==> config.mk <==
export PLATFORM = sky130hd
export DESIGN_NAME = command_line_editor
export DESIGN_NICKNAME = d
export VERILOG_FILES = /design/src/design/cle_pkg.sv /design/src/design/cle_front.sv /design/src/design/cle_queue.sv /design/src/design/cle_back.sv /design/src/design/command_line_editor.sv
export SDC_FILE = /design/constraint.sdc
export NUM_CORES = 1
export LEC_CHECK = 0
export BUFFER_PORTS_ARGS = -buffer_cell sky130_fd_sc_hd__buf_2
export CAP_MARGIN = 25
export CELL_PAD_IN_SITES_DETAIL_PLACEMENT = 1
export CELL_PAD_IN_SITES_GLOBAL_PLACEMENT = 1
export CORE_ASPECT_RATIO = 1.5
export CORE_UTILIZATION = 50
export CTS_CLUSTER_DIAMETER = 150
export CTS_CLUSTER_SIZE = 14
export DETAILED_ROUTE_END_ITERATION = 6
export PLACE_DENSITY = 0.89
export SETUP_SLACK_MARGIN = 0.2
export SLEW_MARGIN = 20
export SYNTH_ARGS = -nofsm -noshare
export SYNTH_HDL_FRONTEND = slang
export SYNTH_SLANG_ARGS = --single-unit
==> constraint.sdc <==
create_clock -name clock -period 3.5 [get_ports clock]
set_input_delay 0.7 -clock clock [delete_from_list [all_inputs] [get_ports clock]]
set_output_delay 0.7 -clock clock [all_outputs]
set_load 0.005 [all_outputs]
==> src/design/cle_pkg.sv <==
package cle_pkg;

   localparam logic [7:0] CH_CR     = 8'h0D;
   localparam logic [7:0] CH_LF     = 8'h0A;
   localparam logic [7:0] CH_BS     = 8'h08;
   localparam logic [7:0] CH_ESC    = 8'h1B;
   localparam logic [7:0] CH_DOLLAR = 8'h24;
   localparam logic [7:0] CH_SPACE  = 8'h20;
   localparam logic [7:0] CH_TILDE  = 8'h7E;

   localparam logic DEST_ECHO = 1'b0;
   localparam logic DEST_CMD  = 1'b1;

   typedef enum logic [1:0] {
      KIND_APPEND,
      KIND_ERASE,
      KIND_ABANDON,
      KIND_ENTER
   } cle_kind_type;

   typedef struct packed {
      cle_kind_type kind;
      logic [7:0]   ch;
   } cle_op_type;

   typedef enum logic [2:0] {
      ST_IDLE,
      ST_CMD,
      ST_DOLLAR,
      ST_SPACE,
      ST_ERASE_SPACE,
      ST_ERASE_BACK
   } cle_state_type;

endpackage

==> src/design/cle_front.sv <==
module cle_front (
   input  logic                clock,
   input  logic                reset,
   input  logic                req_valid,
   output logic                req_ready,
   input  logic [7:0]          req_rx_byte,
   input  logic                csr_write_en,
   input  logic                csr_write_data,
   output logic                push_valid,
   output cle_pkg::cle_op_type push_op,
   input  logic                queue_full
);
   import cle_pkg::*;

   logic sink_present_ff;
   logic sink_present_in;
   logic keep;

   assign sink_present_in = csr_write_en ? csr_write_data : sink_present_ff;

   always_ff @(posedge clock) begin
      if (reset) begin
         sink_present_ff <= 1'b1;
      end else begin
         sink_present_ff <= sink_present_in;
      end
   end

   // classify: drop bytes that cause nothing whatever the line holds
   always_comb begin
      keep         = 1'b0;
      push_op.kind = KIND_APPEND;
      push_op.ch   = req_rx_byte;
      priority if (req_rx_byte == CH_CR) begin
         keep         = sink_present_ff;
         push_op.kind = KIND_ENTER;
      end else if (req_rx_byte == CH_BS) begin
         keep         = 1'b1;
         push_op.kind = KIND_ERASE;
      end else if (req_rx_byte == CH_ESC) begin
         keep         = 1'b1;
         push_op.kind = KIND_ABANDON;
      end else if (req_rx_byte >= CH_SPACE && req_rx_byte <= CH_TILDE) begin
         keep         = 1'b1;
         push_op.kind = KIND_APPEND;
      end else begin
         keep         = 1'b0;
      end
   end

   assign req_ready  = !queue_full;
   assign push_valid = req_valid && !queue_full && keep;

endmodule

==> src/design/cle_queue.sv <==
module cle_queue (
   input  logic                clock,
   input  logic                reset,
   input  logic                push_valid,
   input  cle_pkg::cle_op_type push_op,
   output logic                queue_full,
   input  logic                pop,
   output logic                pop_valid,
   output cle_pkg::cle_op_type pop_op
);
   import cle_pkg::*;

   cle_op_type entry_ff [2];
   logic       wr_ptr_ff, wr_ptr_in;
   logic       rd_ptr_ff, rd_ptr_in;
   logic [1:0] count_ff, count_in;
   logic       do_push;
   logic       do_pop;

   assign queue_full = (count_ff == 2'd2);
   assign pop_valid  = (count_ff != 2'd0);
   assign pop_op     = entry_ff[rd_ptr_ff];
   assign do_push    = push_valid && !queue_full;
   assign do_pop     = pop && pop_valid;

   always_comb begin
      wr_ptr_in = wr_ptr_ff ^ do_push;
      rd_ptr_in = rd_ptr_ff ^ do_pop;
      count_in  = count_ff + {1'b0, do_push} - {1'b0, do_pop};
   end

   always_ff @(posedge clock) begin
      if (reset) begin
         wr_ptr_ff <= 1'b0;
         rd_ptr_ff <= 1'b0;
         count_ff  <= 2'd0;
      end else begin
         wr_ptr_ff <= wr_ptr_in;
         rd_ptr_ff <= rd_ptr_in;
         count_ff  <= count_in;
      end
   end

   always_ff @(posedge clock) begin
      if (do_push) begin
         entry_ff[wr_ptr_ff] <= push_op;
      end
   end

endmodule

==> src/design/cle_back.sv <==
module cle_back #(
   parameter int LINE_BYTES = 32
) (
   input  logic                clock,
   input  logic                reset,
   input  logic                op_valid,
   input  cle_pkg::cle_op_type op,
   output logic                pop,
   output logic                rsp_valid,
   input  logic                rsp_ready,
   output logic                rsp_dest,
   output logic [7:0]          rsp_data,
   output logic                rsp_cmd_end,
   output logic                rsp_last
);
   import cle_pkg::*;

   localparam int LEN_W = $clog2(LINE_BYTES);

   cle_state_type state_ff, state_in;
   logic [LEN_W-1:0] len_ff, len_in;
   logic [LEN_W-1:0] idx_ff, idx_in;
   logic [7:0]       line_mem [LINE_BYTES];
   logic [7:0]       rd_data_ff;
   logic             mem_we;
   logic             rd_en;
   logic [LEN_W-1:0] rd_addr;

   logic             out_free;
   logic             emit;
   logic             emit_dest;
   logic [7:0]       emit_data;
   logic             emit_end;
   logic             emit_last;
   logic             has_room;
   logic             at_end;

   logic             rsp_valid_ff, rsp_valid_in;
   logic             rsp_dest_ff;
   logic [7:0]       rsp_data_ff;
   logic             rsp_cmd_end_ff;
   logic             rsp_last_ff;

   assign out_free = !rsp_valid_ff || rsp_ready;
   assign has_room = (len_ff != LEN_W'(LINE_BYTES - 1));
   assign at_end   = ((idx_ff + LEN_W'(1)) == len_ff);

   always_comb begin
      state_in = state_ff;
      unique case (state_ff)
         ST_IDLE: begin
            if (op_valid && out_free) begin
               unique case (op.kind)
                  KIND_APPEND:  state_in = ST_IDLE;
                  KIND_ERASE:   state_in = (len_ff != '0) ? ST_ERASE_SPACE : ST_IDLE;
                  KIND_ABANDON: state_in = ST_DOLLAR;
                  KIND_ENTER:   state_in = (len_ff != '0) ? ST_CMD : ST_DOLLAR;
                  default:      state_in = ST_IDLE;
               endcase
            end
         end
         ST_CMD: begin
            if (out_free && at_end) begin
               state_in = ST_DOLLAR;
            end
         end
         ST_DOLLAR: begin
            if (out_free) begin
               state_in = ST_SPACE;
            end
         end
         ST_SPACE: begin
            if (out_free) begin
               state_in = ST_IDLE;
            end
         end
         ST_ERASE_SPACE: begin
            if (out_free) begin
               state_in = ST_ERASE_BACK;
            end
         end
         ST_ERASE_BACK: begin
            if (out_free) begin
               state_in = ST_IDLE;
            end
         end
         default: state_in = ST_IDLE;
      endcase
   end

   always_comb begin
      pop       = 1'b0;
      emit      = 1'b0;
      emit_dest = DEST_ECHO;
      emit_data = CH_SPACE;
      emit_end  = 1'b0;
      emit_last = 1'b0;
      len_in    = len_ff;
      idx_in    = idx_ff;
      mem_we    = 1'b0;
      rd_en     = 1'b0;
      rd_addr   = idx_ff;
      unique case (state_ff)
         ST_IDLE: begin
            pop = op_valid && out_free;
            if (pop) begin
               unique case (op.kind)
                  KIND_APPEND: begin
                     if (has_room) begin
                        mem_we    = 1'b1;
                        len_in    = len_ff + LEN_W'(1);
                        emit      = 1'b1;
                        emit_data = op.ch;
                        emit_last = 1'b1;
                     end
                  end
                  KIND_ERASE: begin
                     if (len_ff != '0) begin
                        len_in    = len_ff - LEN_W'(1);
                        emit      = 1'b1;
                        emit_data = CH_BS;
                     end
                  end
                  KIND_ABANDON: begin
                     emit      = 1'b1;
                     emit_data = CH_LF;
                  end
                  KIND_ENTER: begin
                     emit      = 1'b1;
                     emit_data = CH_LF;
                     idx_in    = '0;
                     rd_en     = 1'b1;
                     rd_addr   = '0;
                  end
                  default: begin
                     emit = 1'b0;
                  end
               endcase
            end
         end
         ST_CMD: begin
            if (out_free) begin
               emit      = 1'b1;
               emit_dest = DEST_CMD;
               emit_data = rd_data_ff;
               emit_end  = at_end;
               if (!at_end) begin
                  idx_in  = idx_ff + LEN_W'(1);
                  rd_en   = 1'b1;
                  rd_addr = idx_ff + LEN_W'(1);
               end
            end
         end
         ST_DOLLAR: begin
            if (out_free) begin
               emit      = 1'b1;
               emit_data = CH_DOLLAR;
               len_in    = '0;
            end
         end
         ST_SPACE: begin
            if (out_free) begin
               emit      = 1'b1;
               emit_data = CH_SPACE;
               emit_last = 1'b1;
            end
         end
         ST_ERASE_SPACE: begin
            if (out_free) begin
               emit      = 1'b1;
               emit_data = CH_SPACE;
            end
         end
         ST_ERASE_BACK: begin
            if (out_free) begin
               emit      = 1'b1;
               emit_data = CH_BS;
               emit_last = 1'b1;
            end
         end
         default: begin
            emit = 1'b0;
         end
      endcase
   end

   assign rsp_valid_in = emit || (rsp_valid_ff && !rsp_ready);

   always_ff @(posedge clock) begin
      if (reset) begin
         state_ff     <= ST_IDLE;
         len_ff       <= '0;
         idx_ff       <= '0;
         rsp_valid_ff <= 1'b0;
      end else begin
         state_ff     <= state_in;
         len_ff       <= len_in;
         idx_ff       <= idx_in;
         rsp_valid_ff <= rsp_valid_in;
      end
   end

   always_ff @(posedge clock) begin
      if (emit) begin
         rsp_dest_ff    <= emit_dest;
         rsp_data_ff    <= emit_data;
         rsp_cmd_end_ff <= emit_end;
         rsp_last_ff    <= emit_last;
      end
   end

   always_ff @(posedge clock) begin
      if (mem_we) begin
         line_mem[len_ff] <= op.ch;
      end
   end

   always_ff @(posedge clock) begin
      if (rd_en) begin
         rd_data_ff <= line_mem[rd_addr];
      end
   end

   assign rsp_valid   = rsp_valid_ff;
   assign rsp_dest    = rsp_dest_ff;
   assign rsp_data    = rsp_data_ff;
   assign rsp_cmd_end = rsp_cmd_end_ff;
   assign rsp_last    = rsp_last_ff;

`ifndef NO_ASSERTIONS
   a_len_bound: assert property (@(posedge clock) disable iff (reset)
      len_ff <= LEN_W'(LINE_BYTES - 1))
      else $error("line length beyond capacity");

   a_cmd_nonempty: assert property (@(posedge clock) disable iff (reset)
      state_ff == ST_CMD |-> len_ff != '0 && idx_ff < len_ff)
      else $error("command dispatch on empty line or past its end");

   a_end_is_cmd: assert property (@(posedge clock) disable iff (reset)
      emit && emit_end |-> emit_dest == DEST_CMD && !emit_last)
      else $error("end mark on an echo byte");

   a_last_idle: assert property (@(posedge clock) disable iff (reset)
      emit && emit_last |=> state_ff == ST_IDLE)
      else $error("final result emitted before sequence done");

   a_pop_idle: assert property (@(posedge clock) disable iff (reset)
      pop |-> state_ff == ST_IDLE && out_free)
      else $error("item taken while busy");
`endif

endmodule

==> src/design/command_line_editor.sv <==
// Terminal line editor: one received byte in, zero or more result bytes out.
// req_* carries received bytes (valid/ready); rsp_* carries results, each
// tagged as terminal echo or command byte, with rsp_cmd_end on the final
// byte of a dispatched line and rsp_last on the final result of one byte.
// csr_write_en/csr_write_data set sink_present; write only while idle.
// The front end classifies bytes and drops ignored ones at once; kept bytes
// wait in a two-entry queue in front of the back-end sequencer.
// The first result of an accepted byte passes through the queue and the
// output register. The sequencer emits one result per cycle while rsp_ready
// is high: printable byte 1 result (0 when the line is full), backspace 3
// (0 on an empty line), escape 3, carriage return with a line of N bytes
// N+3 results, at most LINE_BYTES+2 per byte (34 at the default size).
// Reset: empty line, sink_present set, no prompt sent, queue and output
// register empty. No clearing pass is needed.
// When the receiver stalls, the output register holds its result, the
// sequencer waits, and the queue fills; req_ready drops once it is full.
module command_line_editor #(
   parameter int LINE_BYTES = 32
) (
   input  logic       clock,
   input  logic       reset,
   input  logic       req_valid,
   output logic       req_ready,
   input  logic [7:0] req_rx_byte,
   output logic       rsp_valid,
   input  logic       rsp_ready,
   output logic       rsp_dest,
   output logic [7:0] rsp_data,
   output logic       rsp_cmd_end,
   output logic       rsp_last,
   input  logic       csr_write_en,
   input  logic       csr_write_data
);
   import cle_pkg::*;

   logic       push_valid;
   cle_op_type push_op;
   logic       queue_full;
   logic       pop;
   logic       pop_valid;
   cle_op_type pop_op;

   cle_front u_front (
      .clock          (clock),
      .reset          (reset),
      .req_valid      (req_valid),
      .req_ready      (req_ready),
      .req_rx_byte    (req_rx_byte),
      .csr_write_en   (csr_write_en),
      .csr_write_data (csr_write_data),
      .push_valid     (push_valid),
      .push_op        (push_op),
      .queue_full     (queue_full)
   );

   cle_queue u_queue (
      .clock      (clock),
      .reset      (reset),
      .push_valid (push_valid),
      .push_op    (push_op),
      .queue_full (queue_full),
      .pop        (pop),
      .pop_valid  (pop_valid),
      .pop_op     (pop_op)
   );

   cle_back #(
      .LINE_BYTES (LINE_BYTES)
   ) u_back (
      .clock       (clock),
      .reset       (reset),
      .op_valid    (pop_valid),
      .op          (pop_op),
      .pop         (pop),
      .rsp_valid   (rsp_valid),
      .rsp_ready   (rsp_ready),
      .rsp_dest    (rsp_dest),
      .rsp_data    (rsp_data),
      .rsp_cmd_end (rsp_cmd_end),
      .rsp_last    (rsp_last)
   );

endmodule

==> implementation parameters, run 1 <==
Parameter                              Value

Final layout
  Area overhead of the layout relative to synthesis    11.6%
  # diodes    0
  Net count, final    1453
  Most common library cell in the layout ignoring fill and taps    sky130_fd_sc_hd__edfxtp_1
  Fraction of layout cells with a size suffix above 1    13.4%
  Fill cell instance count of the final layout    3211
  Commonest cells after routing, fill and taps aside    sky130_fd_sc_hd__edfxtp_1, sky130_fd_sc_hd__nor2_1, sky130_fd_sc_hd__o21ai_0

Setup path
  Worst path cell trace    nand4b_1 -> a211oi_4 -> o211ai_4 -> and3_4 -> buf_12 -> o311ai_1 -> a32oi_1 -> buf_4 -> nand4_1
  Highest net fanout along the worst path    56
  Master of the slowest instance on the critical path    sky130_fd_sc_hd__o311ai_1
  Critical path origin    u_back.idx_ff[3]
  Data arrival, critical path    3950 ps
  Slowest cell delay on critical path    950 ps
  Top delay family on crit path    compound AO/OA/AOI/OAI gates
  Launching element type of the critical path    register
  WP data required    3910 ps
  Reg-to-reg startpoint    u_back.idx_ff[3]
  Capturing element type of the critical path    register
  Count of buffer and inverter cells on the critical path    2
  Kind of critical path    register to register

Clock tree
  Clk pin slew, worst setup/hold paths    70 ps
  Clock tree from TritonCTS    done
  Clock buffer depth    3
  Library cell used as clock root buffer    sky130_fd_sc_hd__clkbuf_16
  Htree depth    1
  Clk_lat worst skew    570 ps
  Number of sinks on the clock net    314
  CTS Buf Count    26

Placement
  Final RePlAce weighted congestion    0.949
  DP HPWL    34200 um
  Buffers added on ports    26

Synthesis
  Flip-flop and latch count after synthesis    314
  Fraction of the yosys area taken by sequential cells    58.7%
  Syn_area_per_cell    11.2 sq um
  Cell types with the largest area share after synthesis    sky130_fd_sc_hd__edfxtp_1, sky130_fd_sc_hd__o21ai_0, sky130_fd_sc_hd__o311ai_0, sky130_fd_sc_hd__a22oi_1, sky130_fd_sc_hd__a211oi_1
  Cell taking the most area after synthesis    sky130_fd_sc_hd__edfxtp_1
  Post-Synthesis Cell Area    15700 sq um
  Post-synth EDFFs    295
  Number of distinct library cells after synthesis    70
  Area fraction of the dominant cell type after synthesis    56.3%
  Ys async rst share    0%
  Number of cells produced by synthesis    1405
  Yosys Warn Count    0
  Leading register cell type out of synthesis    sky130_fd_sc_hd__edfxtp_1

Die
  Chip width    147 um
  Standard cell core area    31000 sq um
  Number of rows in the core area    79
  Starting utilization of the core area    50.7%
  Number of placed I/O pins    27
  Die Area    32200 sq um
  Die Height    219 um

Status
  Status    finished with violations
  Violations in the final reports    negative setup slack

Detailed routing
  Residual DRC count    0
  Count of antenna-violating nets left after detailed routing    0
  Via-per-instance ratio    7.00
  Initial DRC count    1690
  Detailed Routing Iterations Pass 1    6
  Post-Route WL    56400 um
  Detailed-route via count    12985
  Drt wl/cell    30.4 um

Timing
  Max-slew headroom    25.4%
  Final period demand of the worst path    3540 ps
  Worst Hold Margin    334 ps
  Max Fclk    0.283 GHz
  Pins over their slew limit    0
  Final-report hold violation count    0
  Slew of the pin with the lowest slew margin    1100 ps
  Part of the cycle the worst path needs    101%
  Final setup violation count    1
  Setup Skew    16.7 ps
  Worst-case setup margin in the final layout    -36.1 ps
  Setup repair after global routing missed its margin    yes

Global routing
  Met3 Track Usage GR    5.99%
  Global routing's busiest layer    met2
  Overflow left after global routing    0
  Met1 Track Usage GR    38.0%
  Met2 Usage GRT    59.6%
  Via count of the first global-routing pass    13513
  Global-route wire length before repair    82600 um
  Overall routing resource usage    34.5%
  Pin count of the biggest net entering global routing    109
  Antenna violations before repair    0

Hold path
  Class of the tightest hold or removal check    primary input to register
  Source of the worst hold timing path    csr_write_data

Power and ir drop
  Pwr Total    11.8 mW
  Maximum vdd ir drop    687 uV
  Pleak    5.89 nW
  Power per unit of standard cell area    674 nW/um^2

Job
  Number of maximum-capacitance violations    0
## routing by layer
layer / routed length (um) / vias to the layer above / part of all wire, %
li1: - / 5378 / -
met1: 19000 / 6451 / 34
met2: 28100 / 881 / 50
met3: 4640 / 275 / 8.2
met4: 4600 / 0 / 8.2
met5: 0 / - / 0
## worst paths after layout
| check | slack, ps | endpoint | cells after the start |
|---|---|---|---|
| worst max-delay path | -40 | u_back.rd_data_ff[7] | 9 |
| worst min-delay path | 330 | u_front.sink_present_ff | 2 |
| worst max register to register | -40 | u_back.rd_data_ff[7] | 9 |
| worst min register to register | 560 | u_queue.wr_ptr_ff | 3 |
## report_power, final
| part | internal (mW) | total (mW) | switching [mW] |
|---|---|---|---|
| clock network | 1.41 | 2.78 | 1.37 |
| logic | 1.24 | 4.30 | 3.06 |
| registers | 4.62 | 4.75 | 0.134 |
| total | 7.27 | 11.8 | 4.56 |
## cells in the mapped netlist, types with 2 or more instances
library cell / instances
sky130_fd_sc_hd__ha_1: 8
sky130_fd_sc_hd__buf_1: 5
sky130_fd_sc_hd__nand4b_1: 3
sky130_fd_sc_hd__a21oi_1: 10
sky130_fd_sc_hd__o21ai_2: 2
sky130_fd_sc_hd__buf_2: 34
sky130_fd_sc_hd__inv_1: 74
sky130_fd_sc_hd__nor2b_1: 7
sky130_fd_sc_hd__nor3_2: 3
sky130_fd_sc_hd__buf_4: 2
sky130_fd_sc_hd__clkbuf_1: 76
sky130_fd_sc_hd__xor2_1: 5
sky130_fd_sc_hd__o21ai_0: 120
sky130_fd_sc_hd__nor2_1: 123
sky130_fd_sc_hd__nand3b_1: 7
sky130_fd_sc_hd__a21o_1: 5
sky130_fd_sc_hd__or2_2: 4
sky130_fd_sc_hd__a32oi_1: 32
sky130_fd_sc_hd__nand3_1: 71
sky130_fd_sc_hd__dfxtp_1: 19
sky130_fd_sc_hd__nor3_1: 5
sky130_fd_sc_hd__nand2_1: 84
sky130_fd_sc_hd__mux2_2: 10
sky130_fd_sc_hd__nand4_1: 9
sky130_fd_sc_hd__a22oi_1: 67
sky130_fd_sc_hd__a31oi_1: 5
sky130_fd_sc_hd__buf_6: 5
sky130_fd_sc_hd__clkbuf_2: 5
sky130_fd_sc_hd__mux2i_1: 37
sky130_fd_sc_hd__or3_1: 2
sky130_fd_sc_hd__or3b_2: 2
sky130_fd_sc_hd__nand2b_1: 66
sky130_fd_sc_hd__o311ai_1: 6
sky130_fd_sc_hd__a211oi_1: 65
sky130_fd_sc_hd__o21ai_1: 18
sky130_fd_sc_hd__a22o_1: 5
sky130_fd_sc_hd__xnor2_1: 9
sky130_fd_sc_hd__o21a_1: 4
sky130_fd_sc_hd__a211oi_2: 2
sky130_fd_sc_hd__and3_1: 7
sky130_fd_sc_hd__o311ai_0: 58
sky130_fd_sc_hd__edfxtp_1: 295
sky130_fd_sc_hd__o211ai_1: 2
## flip-flops by register name (all words and copies together) (netlist names)
register and count:
u_back.idx_ff 5, u_back.len_ff 5, u_back.line_mem 256, u_back.rd_data_ff 8, u_back.rsp_cmd_end 1, u_back.rsp_data 8, u_back.rsp_dest 1, u_back.rsp_last 1
u_back.rsp_valid 1, u_back.state_ff 3, u_front.sink_present_ff 1, u_queue.count_ff 2, u_queue.entry_ff 20, u_queue.rd_ptr_ff 1, u_queue.wr_ptr_ff 1
## stage by stage
| stage | worst slack, ps | utilization [%] | area [sq um] | std cells | setup TNS, ps |
|---|---|---|---|---|---|
| 4_1_cts | 182 | 56.2 | 17500 | 1852 | 0 |
| 6_report | -36.1 | 56.5 | 17500 | 1855 | -36.1 |
| 3_3_place_gp | 189 | 53.6 | 16600 | 1803 | 0 |
| 2_1_floorplan | 736 | - | 15800 | 1412 | 0 |
| 5_1_grt | 24.8 | 56.5 | 17500 | 1855 | 0 |
| 3_5_place_dp | 89.5 | 53.7 | 16700 | 1804 | 0 |
## kinds of logic (layout without fill, tap and decap cells)
logic type / count (synthesis) / in the layout / synth area share [%]
xor gates and xnor gates: 14 / 14 / 0.779
DFF: 314 / 314 / 58.7
other: 1 / 8 / 0.0238
adders and majority gates: 9 / 9 / 0.764
and+or+nand+nor: 401 / 401 / 12.4
AOI/OAI and AO/OA: 417 / 417 / 18.8
muxes: 47 / 47 / 3.07
buffers and inverters: 202 / 240 / 5.44
## timing repair
item | 4_1_cts | 5_1_grt
hold buffers | 0 | 0
buffers inserted | 0 | 0
pin swaps | 2 | 4
setup endpoints to repair | 6 | 8
resized for setup | 10 | 16
gates cloned | 0 | 3
## area by class of cell
cell class                 count  area [sq um]  share of cell area [%]
timing repair buffer         118           975                    5.55
clock buffer                  46           726                    4.14
sequential                   314          9240                    52.7
multi-input combinational    896          5800                    33.0
clock inverter                 2          25.0                   0.143
inverter                      74           278                    1.58
tap                          405           507                    2.89
Note: power is estimated with default switching activity, not from simulation.
==> run 2, diff against run 1 <==
Settings changed: CORE_MARGIN set to 8.
==> implementation parameters, run 2 (synthesized netlist as in run 1, its figures left out) <==
Parameter                              Value

Power and ir drop
  Maximum vdd ir drop    660 uV
  Pleak    5.86 nW
  Switching portion of total power    37.8%
  Part of the total power dissipated in the clock network    24.1%
  Net switching power figure    4.44 mW
  Part of the power in registers    40.5%
  Cell internal power dissipation    7.30 mW
  Power per unit of standard cell area    671 nW/um^2
  Share of total power in combinational logic    35.4%

Final layout
  Fraction of layout cells with a size suffix above 1    13.1%
  Final design instance area without fill    17500 sq um
  Most common library cell in the layout ignoring fill and taps    sky130_fd_sc_hd__edfxtp_1
  Largest registers in the final layout    u_back.line_mem (256), u_queue.entry_ff (20)
  Number of flip-flops in the largest register    256
  Register with the highest flop count    u_back.line_mem
  Net count, final    1448
  Area overhead of the layout relative to synthesis    11.3%
  Commonest cells after routing, fill and taps aside    sky130_fd_sc_hd__edfxtp_1, sky130_fd_sc_hd__nor2_1, sky130_fd_sc_hd__o21ai_0
  # diodes    0

Die
  Number of placed I/O pins    27
  Starting utilization of the core area    50.7%
  Die Height    233 um
  Chip width    161 um
  Die Area    37500 sq um
  Standard cell core area    31000 sq um
  Number of rows in the core area    79

Setup path
  Launching element type of the critical path    register
  R2R depth    10
  R2R Setup Slk    190 ps
  Reg-to-reg startpoint    u_back.idx_ff[0]
  Kind of critical path    register to register
  WP data required    3790 ps
  Data arrival, critical path    3600 ps
  Highest net fanout along the worst path    25
  Capturing element type of the critical path    register
  Capture instance of the worst register-to-register path    u_back.rd_data_ff[1]

Clock tree
  Number of sinks on the clock net    314
  CTS Buf Count    26
  Clock buffer depth    3
  Library cell used as clock root buffer    sky130_fd_sc_hd__clkbuf_16
  Clk pin slew, worst setup/hold paths    70 ps
  Clk_lat worst skew    560 ps
  Clock tree from TritonCTS    done
  Htree depth    1

Detailed routing
  Post-Route WL    54600 um
  Count of antenna-violating nets left after detailed routing    0
  Residual DRC count    0
  Initial DRC count    1399
  Detailed Routing Iterations Pass 1    7
  Routed length on met1    19200 um
  Amount of wire on met2 after detailed routing    27600 um
  Detailed-route via count    12714
  Highest metal layer used by the detailed router    met4
  Met3 WL post-DR    3870 um
  Drt wl/cell    29.5 um
  Via-per-instance ratio    6.87

Hold path
  Endpoint of the worst hold path    u_queue.entry_ff[1][6]
  Class of the tightest hold or removal check    primary input to register
  Cell depth of the worst hold path    1
  Source of the worst hold timing path    req_rx_byte[6]

Placement
  Post-DP Area    16700 sq um
  Final RePlAce weighted congestion    0.888
  Buffers added on ports    26
  Worst setup slack after placement    66.8 ps
  DP HPWL    34000 um

Global routing
  Via count of the first global-routing pass    13770
  Pin count of the biggest net entering global routing    130
  Global-route wire length before repair    82700 um
  Overall routing resource usage    28.8%
  Overflow left after global routing    0
  Antenna violations before repair    0

Timing
  Setup Skew    20.9 ps
  Worst-case setup margin in the final layout    187 ps
  Total negative slack    0 ps
  Part of the cycle the worst path needs    94.7%
  Final period demand of the worst path    3310 ps
  Final-report hold violation count    0
  Slew of the pin with the lowest slew margin    1050 ps
  Setup repair after global routing missed its margin    no
  Max-slew headroom    30.0%
  Pins over their slew limit    0
  Max Fclk    0.302 GHz
  Final setup violation count    0

Status
  Status    complete, no violations

Job
  Number of maximum-capacitance violations    0
run 2: critical path, cell delays in order, from the launching register on:
cell	delay [ps]
sky130_fd_sc_hd__dfxtp_1	380
sky130_fd_sc_hd__ha_4	200
sky130_fd_sc_hd__nand4b_1	170
sky130_fd_sc_hd__a211oi_4	340
sky130_fd_sc_hd__o211a_2	390
sky130_fd_sc_hd__a21oi_2	140
sky130_fd_sc_hd__o221ai_4	270
sky130_fd_sc_hd__buf_12	230
sky130_fd_sc_hd__o311ai_0	280
sky130_fd_sc_hd__a32oi_1	450
sky130_fd_sc_hd__nand4_1	160
run 2: routing by layer:
layer,track usage [%],vias up
met2,49.7,724
met4,20.4,0
met3,4.28,214
met5,0,-
li1,-,5357
met1,32.4,6419
run 2: through the flow:
| step | cells | power (mW) | hold slack [ps] | util [%] |
|---|---|---|---|---|
| after global routing | 1850 | 12.0 | 367 | 56.4 |
| after floorplan | 1412 | 7.11 | 496 | - |
| after global placement | 1800 | 8.62 | 520 | 53.7 |
| after CTS | 1848 | 11.6 | 353 | 56.3 |
| after detailed placement | 1800 | 8.78 | 546 | 53.7 |
| final | 1850 | 11.7 | 369 | 56.4 |
run 2: area by class of cell:
cell class              instances  area [sq um]
fillers                      3242         13500
well taps                     405           507
repair buffers                113           950
flip-flops and latches        314          9240
clock buffers                  47           751
inverters                      74           278
clock inverters                 1          8.76
multi-input cells             896          5770
run 2: power by group through the flow:
stage / Combinational (mW) / Clock (mW) / Sequential (mW)
2_1_floorplan: 2.35 / 0 / 4.76
3_3_place_gp: 3.80 / 0 / 4.82
3_5_place_dp: 3.95 / 0 / 4.83
4_1_cts: 4.01 / 2.83 / 4.75
5_1_grt: 4.35 / 2.92 / 4.77
6_report: 4.16 / 2.83 / 4.75
run 2: worst max path at each step:
stage	from	to	slack (ps)	depth (start not counted)
5_1_grt	u_back.idx_ff[0]	u_back.rd_data_ff[1]	170	11
3_5_place_dp	rsp_ready	u_back.rd_data_ff[2]	70	10
6_report	u_back.idx_ff[0]	u_back.rd_data_ff[1]	190	10
4_1_cts	u_back.idx_ff[1]	u_back.rd_data_ff[1]	200	11
3_3_place_gp	rsp_ready	u_back.rd_data_ff[3]	200	10
2_1_floorplan	rsp_ready	u_back.rd_data_ff[0]	740	10
run 2: repair_timing:
action	in CTS	in global routing
hold buffers	0	0
gates resized for setup	7	6
buffers inserted	0	2
endpoints found under the setup margin	5	8
pin swaps	3	5
==> run 3, diff against run 2 <==
Settings changed: CTS_BUF_LIST set to sky130_fd_sc_hd__clkbuf_2 sky130_fd_sc_hd__clkbuf_4 sky130_fd_sc_hd__clkbuf_8.
==> implementation parameters, run 3 (synthesized netlist as in run 1, its figures left out) <==
Parameter                              Value

Final layout
  # diodes    0
  Commonest cells after routing, fill and taps aside    sky130_fd_sc_hd__edfxtp_1, sky130_fd_sc_hd__nor2_1, sky130_fd_sc_hd__o21ai_0
  Final design instance area without fill    17300 sq um
  Register with the highest flop count    u_back.line_mem
  Most common library cell in the layout ignoring fill and taps    sky130_fd_sc_hd__edfxtp_1
  Area overhead of the layout relative to synthesis    9.96%
  Number of flip-flops in the largest register    256
  Fraction of layout cells with a size suffix above 1    14.5%
  Largest registers in the final layout    u_back.line_mem (256), u_queue.entry_ff (20)
  Area of the multi-input gates    5780 sq um
  Net count, final    1449
  Fill cell instance count of the final layout    3273
  Storage element area    9240 sq um

Global routing
  Antenna violations before repair    1
  Overall routing resource usage    27.8%
  Overflow left after global routing    0
  Global-route wire length before repair    79900 um
  Via count of the first global-routing pass    13439
  Pin count of the biggest net entering global routing    130

Placement
  Buffers added on ports    26
  Final RePlAce weighted congestion    0.888
  Post-DP Area    16700 sq um
  DP HPWL    34000 um

Die
  Number of rows in the core area    79
  Number of placed I/O pins    27
  Standard cell core area    31000 sq um
  Die Area    37500 sq um
  Chip width    161 um
  Die Height    233 um
  Starting utilization of the core area    50.7%

Timing
  Final-report hold violation count    0
  Part of the cycle the worst path needs    93.6%
  Setup repair after global routing missed its margin    no
  Max Fclk    0.305 GHz
  Setup Skew    35.4 ps
  Pins over their slew limit    0
  Slew of the pin with the lowest slew margin    1060 ps
  Max-slew headroom    29.4%
  Total negative slack    0 ps
  Final setup violation count    0
  Final period demand of the worst path    3280 ps

Detailed routing
  Residual DRC count    0
  Detailed Routing Iterations Pass 1    6
  Detailed-route via count    12588
  Drt wl/cell    28.6 um
  Via-per-instance ratio    6.80
  Post-Route WL    52900 um
  Count of antenna-violating nets left after detailed routing    0
  Initial DRC count    1355

Clock tree
  Clock tree from TritonCTS    done
  Number of sinks on the clock net    314
  Library cell used as clock root buffer    sky130_fd_sc_hd__clkbuf_8
  Htree depth    1
  CTS Buf Count    26
  Clock buffer depth    3
  Clk_lat worst skew    610 ps
  Clk pin slew, worst setup/hold paths    100 ps

Setup path
  Launching element type of the critical path    register
  R2R Setup Slk    220 ps
  Kind of critical path    register to register
  R2R depth    10
  Data arrival, critical path    3610 ps
  WP data required    3830 ps
  Capturing element type of the critical path    register
  Highest net fanout along the worst path    25

Hold path
  Class of the tightest hold or removal check    primary input to register
  Cell depth of the worst hold path    1

Job
  Number of maximum-capacitance violations    0

Power and ir drop
  Power per unit of standard cell area    640 nW/um^2
  Maximum vdd ir drop    713 uV
  Pwr Total    11.1 mW
  Pleak    5.80 nW

Status
  Status    complete, no violations
[run 3: area by class of cell]
cell class,instances,share of cell area (%)
clock buffers,47,3.02
inverters,74,1.61
well taps,405,2.93
clock inverters,1,0.0506
flip-flops and latches,314,53.4
multi-input cells,896,33.4
repair buffers,114,5.58
[run 3: timing repair]
action | 4_1_cts | 5_1_grt
gates cloned | 0 | 0
hold buffers | 0 | 0
resized for setup | 7 | 6
buffers inserted | 1 | 2
setup endpoints to repair | 4 | 8
pin swaps | 4 | 5
[run 3: where the power goes]
| group | total, mW | internal, mW | switching (mW) |
|---|---|---|---|
| logic | 4.12 | 1.23 | 2.89 |
| clock network | 2.19 | 0.936 | 1.26 |
| registers | 4.75 | 4.61 | 0.138 |
[run 3: path summary, 6_finish.rpt]
check / startpoint / end
worst min register to register: u_queue.count_ff[1] / u_queue.count_ff[1]
worst max register to register: u_back.idx_ff[0] / u_back.rd_data_ff[3]
worst max-delay path: u_back.idx_ff[0] / u_back.rd_data_ff[3]
worst min-delay path: req_rx_byte[6] / u_queue.entry_ff[1][6]
[run 3: metal layers]
metal	GRT usage, %	routed length (um)	part of all wire, %
met1	30.9	18800	36
met2	49.4	27200	51
met3	4.25	3440	6.5
met4	17.4	3480	6.6
met5	0	0	0
[run 3: worst max-delay path, cell delays in order, from the launching register on]
cell and delay [ps]:
sky130_fd_sc_hd__dfxtp_1 410, sky130_fd_sc_hd__buf_4 200, sky130_fd_sc_hd__nand3_1 220, sky130_fd_sc_hd__xnor2_2 290
sky130_fd_sc_hd__o211a_2 360, sky130_fd_sc_hd__a21oi_2 140, sky130_fd_sc_hd__o221ai_4 290, sky130_fd_sc_hd__buf_12 230
sky130_fd_sc_hd__o311ai_0 200, sky130_fd_sc_hd__a32oi_1 490, sky130_fd_sc_hd__nand4_1 140
[run 3: metrics by stage]
| stage | setup slack (ps) | cells | hold slack, ps | utilization (%) |
|---|---|---|---|---|
| 6_report | 223 | 1851 | 332 | 55.7 |
| 5_1_grt | 125 | 1851 | 310 | 55.7 |
| 4_1_cts | 248 | 1849 | 308 | 55.5 |
| 3_5_place_dp | 66.8 | 1800 | 546 | 53.7 |
| 3_3_place_gp | 199 | 1800 | 520 | 53.7 |
| 2_1_floorplan | 736 | 1412 | 496 | - |
